### src/sv/hpet_pkg.sv
// Package for the HPET-style event timer: item modes, register map, timer config bits
// and the handshake structs of the shared remainder unit.
// No dependencies.
`default_nettype none
package hpet_pkg;
	localparam logic [1:0] MODE_READ  = 2'd0;
	localparam logic [1:0] MODE_WRITE = 2'd1;
	localparam logic [1:0] MODE_TIME  = 2'd2;
	localparam logic [1:0] MODE_NOP   = 2'd3;

	// register word index (byte offset bits 9:3)
	localparam logic [6:0] REG_CAP     = 7'h00;
	localparam logic [6:0] REG_CONFIG  = 7'h02;
	localparam logic [6:0] REG_STATUS  = 7'h04;
	localparam logic [6:0] REG_COUNTER = 7'h1E;

	localparam int TCFG_INT_EN   = 2;
	localparam int TCFG_PERIODIC = 3;
	localparam int TCFG_VAL_SET  = 6;
	localparam logic [63:0] TCFG_CAPS = 64'h00F0_0000_0000_0030;
	localparam logic [63:0] TCFG_VAL_SET_MASK = 64'h0000_0000_0000_0040;

	typedef struct packed {
		logic        start;
		logic [63:0] dividend;
		logic [63:0] divisor;
	} rem_req_t;

	typedef struct packed {
		logic        done;
		logic [63:0] rem;
	} rem_rsp_t;

	function automatic logic [63:0] take_part(input logic [63:0] full, input logic hi,
			input logic narrow);
		if (narrow && hi) return {32'd0, full[63:32]};
		if (narrow) return {32'd0, full[31:0]};
		return full;
	endfunction

	function automatic logic [63:0] put_part(input logic [63:0] prev, input logic [63:0] v,
			input logic hi, input logic narrow);
		if (narrow && hi) return {v[31:0], prev[31:0]};
		if (narrow) return {prev[63:32], v[31:0]};
		return v;
	endfunction
endpackage
`default_nettype wire

### src/sv/hpet_timer_block.sv
// Top level of the HPET-style event timer: register file, sequencer and timer scan.
// Depends on hpet_pkg and hpet_rem.
//
//  channel | signals                                              | direction
//  --------+------------------------------------------------------+----------
//  in      | in_valid/in_ready, mode, reg_offset, access_is_32,   | into block
//          | write_data, time_now                                 |
//  out     | out_valid/out_ready, read_data, fired_mask           | out of block
//
// A read or write passes through the execute and finish states. A time update goes
// straight to finish when the counter is disabled, through the counter check when the
// counter does not move, else through a scan step per timer, plus a remainder wait and
// an arm step per periodic timer that re-arms. One item is in flight at a time; in_ready is
// high only while the sequencer is idle. The output register holds a result
// until it is taken and a finished item waits for it to drain. Reset clears all
// registers to the documented values at once; no clearing pass.
`default_nettype none
module hpet_timer_block #(
	parameter int NUM_TIMERS = 3,
	parameter int PERIOD_FS  = 69841279
) (
	input  wire         clk,
	input  wire         arst_n,
	input  wire         in_valid,
	output logic        in_ready,
	input  wire  [1:0]  mode,
	input  wire  [9:0]  reg_offset,
	input  wire         access_is_32,
	input  wire  [63:0] write_data,
	input  wire  [63:0] time_now,
	output logic        out_valid,
	input  wire         out_ready,
	output logic [63:0] read_data,
	output logic [2:0]  fired_mask
);
	import hpet_pkg::*;

	localparam int IW = (NUM_TIMERS > 1) ? $clog2(NUM_TIMERS) : 1;

	localparam logic [2:0] ST_IDLE = 3'd0;
	localparam logic [2:0] ST_EXEC = 3'd1;
	localparam logic [2:0] ST_CHK  = 3'd2;
	localparam logic [2:0] ST_SCAN = 3'd3;
	localparam logic [2:0] ST_WAIT = 3'd4;
	localparam logic [2:0] ST_ARM  = 3'd5;
	localparam logic [2:0] ST_FIN  = 3'd6;

	logic [2:0]  state_q;

	// captured item
	logic [1:0]  mode_q;
	logic [9:0]  off_q;
	logic        n32_q;
	logic [63:0] wd_q;
	logic [63:0] t_q;

	// architectural state
	logic [1:0]            gcfg_q;
	logic [NUM_TIMERS-1:0] irq_q;
	logic [63:0]           main_q;
	logic [63:0]           offs_q;
	logic [63:0]           last_q;
	logic [63:0]           tcfg_q [NUM_TIMERS];
	logic [63:0]           tcmp_q [NUM_TIMERS];
	logic [63:0]           tper_q [NUM_TIMERS];

	// time update working registers
	logic [63:0]           now_q;
	logic [63:0]           before_q;
	logic [63:0]           tmp_q;
	logic [IW-1:0]         idx_q;

	// result
	logic [63:0]           res_rd_q;
	logic [NUM_TIMERS-1:0] res_fired_q;
	logic                  out_valid_q;
	logic [63:0]           out_rd_q;
	logic [NUM_TIMERS-1:0] out_fired_q;

	rem_req_t rem_req;
	rem_rsp_t rem_rsp;

	// register decode of the captured offset
	logic [6:0]  rword;
	logic [9:0]  rel;
	logic [4:0]  tsel;
	logic        tslot_ok;
	logic        is_cmp;
	logic [IW-1:0] ti;
	logic [63:0] cap_word;
	logic [63:0] rd_val;

	assign rword    = off_q[9:3];
	assign rel      = off_q - 10'h100;
	assign tsel     = rel[9:5];
	assign tslot_ok = (off_q[9:8] != 2'b00) && !rel[4] && ({1'b0, tsel} < 6'(NUM_TIMERS));
	assign is_cmp   = rel[3];
	assign ti       = tsel[IW-1:0];

	assign cap_word = {32'(PERIOD_FS), 16'h8086, 1'b1, 1'b0, 1'b1, 5'(NUM_TIMERS - 1), 8'h01};

	always_comb begin
		rd_val = '0;
		case (rword)
			REG_CAP:     rd_val = cap_word;
			REG_CONFIG:  rd_val = {62'd0, gcfg_q};
			REG_STATUS:  rd_val = 64'(irq_q);
			REG_COUNTER: rd_val = main_q;
			default: begin
				if (tslot_ok) rd_val = is_cmp ? tcmp_q[ti] : tcfg_q[ti];
			end
		endcase
	end

	// write merge values
	logic [63:0] wmerge_cfg;
	logic [63:0] wmerge_cmp;
	logic [63:0] wmerge_cnt;
	logic [63:0] wmerge_gc;
	logic [63:0] wmerge_clr;

	assign wmerge_cfg = put_part(tcfg_q[ti], wd_q, off_q[2], n32_q);
	assign wmerge_cmp = put_part(tcmp_q[ti], wd_q, off_q[2], n32_q);
	assign wmerge_cnt = put_part(main_q, wd_q, off_q[2], n32_q);
	assign wmerge_gc  = put_part({62'd0, gcfg_q}, wd_q, off_q[2], n32_q);
	assign wmerge_clr = put_part(64'd0, wd_q, off_q[2], n32_q);

	// timer under scan
	logic [63:0] cur_cmp;
	logic [63:0] cur_cfg;
	logic [63:0] cur_per;
	logic        crossed;
	logic        rearm;
	logic        last_timer;

	assign cur_cmp    = tcmp_q[idx_q];
	assign cur_cfg    = tcfg_q[idx_q];
	assign cur_per    = tper_q[idx_q];
	assign crossed    = (cur_cmp > before_q) && (cur_cmp <= now_q);
	assign rearm      = crossed && cur_cfg[TCFG_PERIODIC] && (cur_per != 64'd0);
	assign last_timer = (idx_q == IW'(NUM_TIMERS - 1));

	// remainder of (now - cmp) / period; next compare is now - rem + period
	assign rem_req.start    = (state_q == ST_SCAN) && rearm;
	assign rem_req.dividend = now_q - cur_cmp;
	assign rem_req.divisor  = cur_per;

	hpet_rem u_rem (
		.clk    (clk),
		.arst_n (arst_n),
		.req    (rem_req),
		.rsp    (rem_rsp)
	);

	always_ff @(posedge clk or negedge arst_n) begin
		if (!arst_n) begin
			state_q     <= ST_IDLE;
			mode_q      <= '0;
			off_q       <= '0;
			n32_q       <= 1'b0;
			wd_q        <= '0;
			t_q         <= '0;
			gcfg_q      <= '0;
			irq_q       <= '0;
			main_q      <= '0;
			offs_q      <= '0;
			last_q      <= '0;
			now_q       <= '0;
			before_q    <= '0;
			tmp_q       <= '0;
			idx_q       <= '0;
			res_rd_q    <= '0;
			res_fired_q <= '0;
			out_valid_q <= 1'b0;
			out_rd_q    <= '0;
			out_fired_q <= '0;
			for (int i = 0; i < NUM_TIMERS; i++) begin
				tcfg_q[i] <= TCFG_CAPS;
				tcmp_q[i] <= '1;
				tper_q[i] <= '0;
			end
		end else begin
			// drop the result once the consumer takes it, unless a new one replaces it
			if (out_valid_q && out_ready && state_q != ST_FIN) out_valid_q <= 1'b0;

			case (state_q)
				ST_IDLE: begin
					if (in_valid) begin
						mode_q      <= mode;
						off_q       <= reg_offset;
						n32_q       <= access_is_32;
						wd_q        <= write_data;
						t_q         <= time_now;
						res_rd_q    <= '0;
						res_fired_q <= '0;
						state_q     <= ST_EXEC;
					end
				end
				ST_EXEC: begin
					// only an enabled time update goes on to the counter check
					state_q <= (mode_q == MODE_TIME && gcfg_q[0]) ? ST_CHK : ST_FIN;
					case (mode_q)
						MODE_READ: res_rd_q <= take_part(rd_val, off_q[2], n32_q);
						MODE_WRITE: begin
							case (rword)
								REG_CONFIG: gcfg_q <= wmerge_gc[1:0];
								REG_STATUS: irq_q <= irq_q & ~wmerge_clr[NUM_TIMERS-1:0];
								REG_COUNTER: begin
									main_q <= wmerge_cnt;
									offs_q <= wmerge_cnt - last_q;
								end
								default: begin
									if (tslot_ok && !is_cmp) begin
										tcfg_q[ti] <= (wmerge_cfg & ~(TCFG_CAPS | TCFG_VAL_SET_MASK))
											| TCFG_CAPS | (wmerge_cfg & TCFG_VAL_SET_MASK);
										if (wmerge_cfg[TCFG_VAL_SET]) tper_q[ti] <= '0;
									end else if (tslot_ok) begin
										if (tcfg_q[ti][TCFG_PERIODIC] && tcfg_q[ti][TCFG_VAL_SET]) begin
											tper_q[ti] <= wmerge_cmp;
											tcmp_q[ti] <= main_q + wmerge_cmp;
											tcfg_q[ti] <= tcfg_q[ti] & ~TCFG_VAL_SET_MASK;
										end else begin
											tcmp_q[ti] <= wmerge_cmp;
										end
									end
								end
							endcase
						end
						MODE_TIME: begin
							last_q <= t_q;
							if (gcfg_q[0]) now_q <= t_q + offs_q;
						end
						default: ;
					endcase
				end
				ST_CHK: begin
					if (now_q == main_q) begin
						state_q <= ST_FIN;
					end else begin
						before_q <= main_q;
						main_q   <= now_q;
						idx_q    <= '0;
						state_q  <= ST_SCAN;
					end
				end
				ST_SCAN: begin
					if (crossed && cur_cfg[TCFG_INT_EN]) begin
						irq_q[idx_q]       <= 1'b1;
						res_fired_q[idx_q] <= 1'b1;
					end
					if (rearm) state_q <= ST_WAIT;
					else if (last_timer) state_q <= ST_FIN;
					else idx_q <= idx_q + IW'(1);
				end
				ST_WAIT: begin
					if (rem_rsp.done) begin
						tmp_q   <= now_q - rem_rsp.rem;
						state_q <= ST_ARM;
					end
				end
				ST_ARM: begin
					tcmp_q[idx_q] <= tmp_q + cur_per;
					if (last_timer) state_q <= ST_FIN;
					else begin
						idx_q   <= idx_q + IW'(1);
						state_q <= ST_SCAN;
					end
				end
				ST_FIN: begin
					// hold until the output register is free
					if (!out_valid_q || out_ready) begin
						out_valid_q <= 1'b1;
						out_rd_q    <= res_rd_q;
						out_fired_q <= res_fired_q;
						state_q     <= ST_IDLE;
					end
				end
				default: state_q <= ST_IDLE;
			endcase
		end
	end

	assign in_ready  = (state_q == ST_IDLE);
	assign out_valid = out_valid_q;
	assign read_data = out_rd_q;

	for (genvar b = 0; b < 3; b++) begin : g_fired
		if (b < NUM_TIMERS) begin : g_on
			assign fired_mask[b] = out_fired_q[b];
		end else begin : g_off
			assign fired_mask[b] = 1'b0;
		end
	end

`ifndef SYNTHESIS
	a_rem_bound: assert property (@(posedge clk) disable iff (!arst_n)
		rem_rsp.done |-> (rem_rsp.rem < cur_per))
		else $error("remainder not below period");

	a_irq_only_scan: assert property (@(posedge clk) disable iff (!arst_n)
		($past(state_q) != ST_SCAN) |-> ((irq_q & ~$past(irq_q)) == '0))
		else $error("interrupt status set outside timer scan");

	a_wait_from_scan: assert property (@(posedge clk) disable iff (!arst_n)
		$rose(state_q == ST_WAIT) |-> $past(rem_req.start))
		else $error("waiting on remainder unit that was not started");
`endif
endmodule
`default_nettype wire

### src/sv/hpet_rem.sv
// Bit-serial restoring remainder unit: one quotient bit per cycle.
// Depends on hpet_pkg.
`default_nettype none
module hpet_rem (
	input  wire                clk,
	input  wire                arst_n,
	input  hpet_pkg::rem_req_t req,
	output hpet_pkg::rem_rsp_t rsp
);
	import hpet_pkg::*;

	logic        busy_q;
	logic        done_q;
	logic [6:0]  cnt_q;
	logic [64:0] r_q;
	logic [63:0] dq_q;
	logic [63:0] p_q;
	logic [64:0] trial;

	assign trial = {r_q[63:0], dq_q[63]};

	always_ff @(posedge clk or negedge arst_n) begin
		if (!arst_n) begin
			busy_q <= 1'b0;
			done_q <= 1'b0;
			cnt_q  <= '0;
			r_q    <= '0;
			dq_q   <= '0;
			p_q    <= '0;
		end else begin
			done_q <= 1'b0;
			if (req.start) begin
				busy_q <= 1'b1;
				cnt_q  <= 7'd64;
				r_q    <= '0;
				dq_q   <= req.dividend;
				p_q    <= req.divisor;
			end else if (busy_q) begin
				// shift in the next dividend bit, subtract when it fits
				if (trial >= {1'b0, p_q}) r_q <= trial - {1'b0, p_q};
				else r_q <= trial;
				dq_q  <= {dq_q[62:0], 1'b0};
				cnt_q <= cnt_q - 7'd1;
				if (cnt_q == 7'd1) begin
					busy_q <= 1'b0;
					done_q <= 1'b1;
				end
			end
		end
	end

	assign rsp.done = done_q;
	assign rsp.rem  = r_q[63:0];
endmodule
`default_nettype wire

### config.mk
export PLATFORM = sky130hd
export DESIGN_NAME = hpet_timer_block
export DESIGN_NICKNAME = d
export VERILOG_FILES = /design/src/sv/hpet_pkg.sv /design/src/sv/hpet_timer_block.sv /design/src/sv/hpet_rem.sv
export SDC_FILE = /design/constraint.sdc
export NUM_CORES = 2
export LEC_CHECK = 0
export ABC_AREA = 0
export BUFFER_PORTS_ARGS = -buffer_cell sky130_fd_sc_hd__buf_2
export CORE_ASPECT_RATIO = 0.6
export CORE_MARGIN = 4
export CORE_UTILIZATION = 50
export CTS_CLUSTER_DIAMETER = 80
export CTS_CLUSTER_SIZE = 14
export DETAILED_ROUTE_END_ITERATION = 10
export GPL_TIMING_DRIVEN = 0
export HOLD_SLACK_MARGIN = 0.06
export PLACE_DENSITY = 0.69
export SLEW_MARGIN = 0
export SYNTH_ARGS = -nofsm -noshare
export SYNTH_HDL_FRONTEND = slang
export SYNTH_SLANG_ARGS = --single-unit
### constraint.sdc
create_clock -name clk -period 7 [get_ports clk]
set_clock_uncertainty 0.05 [all_clocks]
set_input_delay 0.35 -clock clk [delete_from_list [all_inputs] [get_ports clk]]
set_output_delay 0.35 -clock clk [all_outputs]
set_load 0.01 [all_outputs]
======== Word-level counts from Yosys, hierarchy flattened ========
Index checks and enable logic that the tools add are counted.
operators by class
  add/sub/neg operators ................... 10
  bitwise gates (word level) .............. 11
  $lt $le $gt $ge ......................... 10
  equality and inequality tests ........... 30
  mux-type cells .......................... 118
  reduce and logical (&&, ||, !) cells .... 52
operators by type and width
  cell                                          count
  2-to-1 mux 64 bit                             38
  2-to-1 mux 192 bit                            12
  bitwise mux 192 bit                           6
  binary-select mux 64 bit (select 2 bit)       5
  one-hot mux 192 bit (2 select lines)          1
  demux 64 bit (select 2 bit)                   2
  one-hot mux 64 bit (2 select lines)           2
  one-hot mux 64 bit (4 select lines)           1
  subtractor 64 bit                             4
  adder 64 bit                                  3
  AND 192 bit                                   1
  inverter 192 bit                              1
  greater-or-equal comparator 65 x 64 -> 1 bit  1
  equality test 64 bit                          1
  greater-than comparator 64 bit                1
  less-or-equal comparator 64 bit               1
  OR 64 x 7 -> 64 bit                           1
  nonzero test 64 bit                           1
  2-to-1 mux 3 bit                              17
  one-hot mux 3 bit (7 select lines)            1
  2-to-1 mux 1 bit                              18
  AND reduction 3 bit                           6
  nonzero test 2 bit                            9
  logical AND 1 bit                             16
  42 further kinds                              82
storage, ports and cells
  bits in registers ....................... 1447
  bits of input ports ..................... 145
  word-level logic and storage cells ...... 266
  output and inout bits ................... 69

======== Logic depth before layout (Yosys ltp) ========
  depth in word-level cells ............... 17
  mapped depth ............................ 26
  gate-level depth less buffers ........... 19

======== Modules after synthesis ========
From an unflattened synthesis, not the netlist that was laid out.
unflattened totals
  cell total of the unflattened synthesis .. 11394
  area total of the unflattened synthesis .. 95771.9 um^2
by module, submodules not included
  module            area an instance (um^2)  sequential area each (um^2)  cells an instance  times used
  hpet_timer_block  82982.1                  31392.6                      9865               1
  hpet_rem          12789.8                  5029.8                       1529               1

======== Worst setup path after synthesis ========
OpenSTA, ideal clock, no wires.
  path kind ............................... reg-to-reg
  start ................................... register off_q[5]
  end ..................................... register tcmp_q[122] (netlist bit)
  path slack .............................. 1660 ps
  stages on the path, launching flop included .. 22
  data required time ...................... 6867 ps
  arrival ................................. 5207 ps
  library setup time ...................... 83 ps
  period minus slack after synthesis ...... 5340 ps
  path buffers ............................ 3
  path through ............................ dfrtp_1 buf_2 buf_1 clkbuf_1 mux2i_1 o21ai_0 a21oi_1 inv_1 ha_1 fa_1 a211oi_1 o21ai_0 a21oi_1 o21ai_1 a31oi_1 o31ai_1 a21oi_2 o221ai_2 a221oi_2 xor2_1 mux2i_1 a221o_1
between the ends
  longest elaborated chain between the ends .. 17
  elaborated cells between the ends (all ways) .. 38
  classes of those cells .................. 2 x add/sub; 3 x order compare; 6 x eq/ne; 20 x mux; 1 x bitwise; 6 x reduce/logical
ends and longest elaborated chain
  item                                                   RTL line                 RTL
  start, declared                                        hpet_timer_block.sv:52   logic [9:0] off_q;
  start signal, assigned                                 hpet_timer_block.sv:190  off_q <= reg_offset;
  subtractor 10 x 9 -> 10 bit                            hpet_timer_block.sv:94   assign rel = off_q - 10'h100;
  inverter 2 -> 3 bit (not written as such)              n/a
  binary-select mux 64 bit (select 2 bit)                hpet_timer_block.sv:123  assign wmerge_cmp = put_part(tcmp_q[ti], wd_q, off_q[2], n32_q);
  2-to-1 mux 64 bit (not written as such) (2 in series)  hpet_timer_block.sv:123
  2-to-1 mux 64 bit                                      hpet_pkg.sv:43           if (narrow && hi) return {v[31:0], prev[31:0]};
  2-to-1 mux 64 bit                                      hpet_pkg.sv:44           if (narrow) return {prev[63:32], v[31:0]};
  2-to-1 mux 64 bit                                      hpet_pkg.sv:45           return v;
  2-to-1 mux 64 bit                                      hpet_pkg.sv:44
  adder 64 bit                                           hpet_timer_block.sv:220  tcmp_q[ti] <= main_q + wmerge_cmp;
  bitwise mux 192 bit                                    hpet_timer_block.sv:220
  2-to-1 mux 192 bit                                     hpet_timer_block.sv:218  if (tcfg_q[ti][TCFG_PERIODIC] && tcfg_q[ti][TCFG_VAL_SET]) begin
  2-to-1 mux 192 bit                                     hpet_timer_block.sv:217  end else if (tslot_ok) begin
  2-to-1 mux 192 bit                                     hpet_timer_block.sv:213  if (tslot_ok && !is_cmp) begin
  2-to-1 mux 192 bit                                     hpet_timer_block.sv:205  case (rword)
  2-to-1 mux 192 bit                                     hpet_timer_block.sv:202  case (mode_q)
  one-hot mux 192 bit (2 select lines)                   hpet_timer_block.sv:186  case (state_q)
  end signal, assigned by index                          hpet_timer_block.sv:220
  end signal, assigned by index                          hpet_timer_block.sv:223  tcmp_q[ti] <= wmerge_cmp;
  end signal, assigned by index                          hpet_timer_block.sv:262  tcmp_q[idx_q] <= tmp_q + cur_per;
  end, declared                                          hpet_timer_block.sv:64   logic [63:0] tcmp_q [NUM_TIMERS];
Several ways; a longest one is shown, not always the timed one. The select of a mux whose other input is x is not followed.
A chain may end at the register's enable or synchronous reset.

======== Worst setup path in the final report ========
  start ................................... register n32_q
  end ..................................... register offs_q[61]
between the ends
  longest elaborated chain between the ends .. 5
  elaborated cells between the ends (all ways) .. 8
  classes of those cells .................. 1 x add/sub; 6 x mux; 1 x reduce/logical
ends and longest elaborated chain
  item                            RTL line                 RTL
  start, declared                 hpet_timer_block.sv:53   logic n32_q;
  start signal, assigned          hpet_timer_block.sv:191  n32_q <= access_is_32;
  2-to-1 mux 1 bit (2 in series)  hpet_pkg.sv:44
  2-to-1 mux 64 bit               hpet_pkg.sv:45
  2-to-1 mux 64 bit (*)           hpet_pkg.sv:44
  subtractor 64 bit (*)           hpet_timer_block.sv:210  offs_q <= wmerge_cnt - last_q;
  end signal, assigned            hpet_timer_block.sv:210
  end, declared                   hpet_timer_block.sv:61   logic [63:0] offs_q;
Every way passes the cells marked *; elsewhere a longest branch is shown, timed or not. The select of a mux whose other input is x is not followed.

==> out/results.tsv <==
stage	metric	value	unit
status	status	complete, but fails checks	
status	failing checks	DRC, capacitance limit, slew limit, setup timing	
drt	Top Metal Used	met5	
timing	Tcrit/Tclk final	106	%
placement	GPL Wtd Cong	1.17	
floorplanning	die area	0.195	sq mm
yosys	Ys Warns	0	
critical_path	crit path capture type	flip-flop	
timing	Worst Setup Slack, final	-411	ps
clocking	root buffer cell	clkbuf_16	
critical_path	Crit path buffers/inverters	4	
global_route	antenna violations before repair	73	
timing	RSZ-0062 raised after global routing	yes	
yosys	Syn Std Cell Area	0.0939	sq mm
global_route	first-pass GRT wire length	705000	um
clocking	CTS tree	built	
clocking	CTS Buffer Depth	3	
final_layout	final instance area	0.105	sq mm
timing	Min Hold Slack	63.1	ps
yosys	fraction of registers with async set or reset after synthesis	100	%
min_path	Worst Hold Class	input port to async pin	
final_layout	most common cell after layout, fill and taps aside	nand2_1	
clocking	clock latency at the later pin of the worst-skew pair	820	ps
floorplanning	Core Region	0.185	sq mm
yosys	Synthesized Nets	11800	
final_layout	most frequent cells in the layout	nand2_1 (1956), o21ai_0 (1413), dfrtp_1 (1235)	
pwr	pwr dens	450	mW/mm^2
drt	detailed-route via count	99400	
drt	Routed WL	522000	um
yosys	FF+latch count, synth	1445	
floorplanning	Die Wd	567	um
clocking	TritonCTS Buffers	116	
final_layout	Final #Nets	12400	
drt	met3 wire length	111000	um
yosys	EDFF count, synth	0	
yosys	syn_area_per_cell	8.41	sq um
drt	Vias/cell	6.96	
yosys	Primary FF master, synth	dfrtp_1	
timing	Slew headroom	-20.3	%
critical_path	Slowest cell on crit path	a31oi_2	
critical_path	CP required	7580	ps
drt	drt wl/cell	36.5	um
global_route	vias in the first global route	88000	
clocking	Clock Sinks	1445	
yosys	Yosys top cell by area	dfrtp_1	
drt	drt pass-1 iters	11	
global_route	grt total ovfl	0	
drt	DRT iter0 DRCs	18100	
drt	met2 routed WL	174000	um
drt	Met1 Wirelength	207000	um
global_route	pin count of the biggest net entering global routing	178	
drt	DRT antenna net count	0	
placement	Post-DP HPWL	417000	um
timing	Tmin final	7410	ps
global_route	GRT Util Overall	51.6	%
yosys	Post-Synthesis Cells	11200	
floorplanning	# IOs	214	
final_layout	synthesis-to-layout area growth	11.8	%
pwr	Power, Total	47.2	mW
floorplanning	Initial Utilization	50.6	%
floorplanning	Die Y	344	um
timing	pin slew with the least headroom to its limit	1790	ps
critical_path	worst r2r dst	offs_q[61]$_DFFE_PN0P_	
placement	Port Buffers	211	
critical_path	FF-to-FF path depth	17	
yosys	register area share after synthesis	38.8	%
timing	Hold Vio Cnt, Final	0	
critical_path	CP Launch Point	n32_q$_DFFE_PN0P_	
critical_path	CP Max Fanout	10	
critical_path	Worst path max stage delay	960	ps
pwr	LEAKAGE	48.8	nW
placement	Placement Setup Slack	-2620	ps
clocking	Worst-path clk slew	80	ps
final_layout	layout cells sized above 1	9.19	%
yosys	Synth cell types	92	
critical_path	R2R setup slack	-410	ps
final_layout	fillers	16700	
timing	Max Freq	135	MHz
critical_path	Top delay family on crit path	compound AO/OA/AOI/OAI gates	
critical_path	Critical R2R Launch	n32_q$_DFFE_PN0P_	
timing	Max Slew Vio Count	99	
pwr	Peak VDD IR	0.000268	V
placement	placed cell areas	0.0986	sq mm
yosys	largest cells by area after synthesis	dfrtp_1 (33%), nand2_1 (7.8%), o21ai_0 (7.8%)	
flow_run	max cap viols	33	
critical_path	CP Cell Sequence	clkbuf_1 -> buf_1 -> clkbuf_1 -> nor2_1 -> a31oi_2 -> ha_1 -> nand2_1 -> nor3_1 -> nand3_1 -> a2111oi_0 -> a21oi_2 -> o41ai_2 -> buf_4 -> a31oi_1 -> a21oi_1 -> xnor2_1 -> o21ai_0	
critical_path	arrival time worst endpoint	7990	ps
timing	final number of setup-violating endpoints	72	
critical_path	crit start category	flip-flop	
yosys	top-area cell type share of the netlist area	32.9	%
drt	Post-route DRC	4	
clocking	htree depth	3	
critical_path	Setup CP Type	flip-flop to flip-flop	
critical_path	CP most frequent cell	clkbuf_1	
floorplanning	num rows	122	
[cell usage after synthesis (19+ instances only)]
library cell and count:
a21boi_0 19, o31ai_1 31, mux2_2 178, o22ai_1 68
mux2i_1 431, o21ai_1 34, xor2_1 243, nor3b_1 21
nor3_1 75, o211ai_1 34, xnor2_1 247, ha_1 512
a221oi_1 30, clkbuf_1 580, a22oi_1 78, nand4_1 126
nor4_1 53, a21oi_1 856, dfrtp_1 1235, o221ai_1 43
o21a_1 50, a22o_1 103, nand3_1 127, nand2b_1 73
nor2_1 597, buf_2 47, nand2_1 1956, nor2b_1 81
a221o_1 34, and3_1 47, buf_1 68, inv_1 492
dfstp_2 210, o21ai_0 1456, a21o_1 348, a211oi_1 138
a31oi_1 71, o21bai_1 75, and2_1 69
[final cells by class]
class | count | area (sq um) | area share, %
multi-input cells | 8527 | 54000 | 51.4
flip-flops and latches | 1445 | 36400 | 34.7
repair buffers | 423 | 3440 | 3.27
well taps | 2480 | 3100 | 2.95
clock buffers | 160 | 3100 | 2.95
plain buffers | 694 | 2820 | 2.69
inverters | 492 | 1850 | 1.76
diodes | 62 | 155 | 0.148
clock inverters | 11 | 131 | 0.125
[registers in the layout, indices dropped and copies added, names as in the netlist, 3 cells and up]
name,cells
now_q,64
res_rd_q,64
before_q,64
res_fired_q,3
fired_mask,3
main_q,64
last_q,64
u_rem.dq_q,64
tcmp_q,192
read_data,64
u_rem.p_q,64
wd_q,64
state_q,3
t_q,64
offs_q,64
u_rem.r_q,64
tper_q,192
u_rem.cnt_q,7
tmp_q,64
tcfg_q,192
irq_q,3
off_q,8
[worst max-delay path by stage]
stage                                      to  cells past startpoint
floorplan             tcmp_q[122]$_DFFE_PN1P_                     21
global placement      tper_q[182]$_DFFE_PN0P_                      1
detailed placement  u_rem.p_q[59]$_DFFE_PN0P_                     23
CTS                   tcmp_q[186]$_DFFE_PN1P_                     22
global route        u_rem.p_q[37]$_DFFE_PN0P_                     28
finish                 offs_q[61]$_DFFE_PN0P_                     17
[report_power, final]
part	switching, mW	internal [mW]	leakage, nW
clock network	3.45	3.07	1.56
registers	3.20	10.1	19.1
logic	19.4	8.01	28.2
[kinds of logic after synthesis]
group                      Yosys count  share of synthesized area, %
muxes                              609                          6.73
buffers and inverters             1188                          4.81
adders and majority gates          519                          6.97
AOI/OAI and AO/OA                 3614                          23.1
DFF                               1445                          38.8
xor gates and xnor gates           490                          4.57
and+or+nand+nor                   3295                          15.0
[metal layers]
layer  GRT usage, %  vias to the layer above
met5           10.0                        -
met4           20.6                       60
met3           38.7                     1494
met2           59.0                     8706
met1           69.3                    48800
li1               -                    40400
[stage by stage]
| step | util [%] | std cells | TNS [ps] |
|---|---|---|---|
| after detailed placement | 53.2 | 13900 | -693510 |
| after CTS | 56.2 | 14200 | -11.7 |
| after floorplan | - | 11200 | 0 |
| final | 56.6 | 14300 | -7250 |
| after global placement | 52.9 | 13900 | - |
| after global routing | 56.6 | 14300 | -498 |
[repair_timing]
item / in CTS / in global routing
gates resized for setup: 218 / 106
endpoints found under the hold margin: 248 / 0
setup buffers: 6 / 26
pin swaps: 4 / 3
endpoints found under the setup margin: 397 / 263
hold buffers: 142 / 0
No activity file was read; power rests on OpenSTA's default activity.
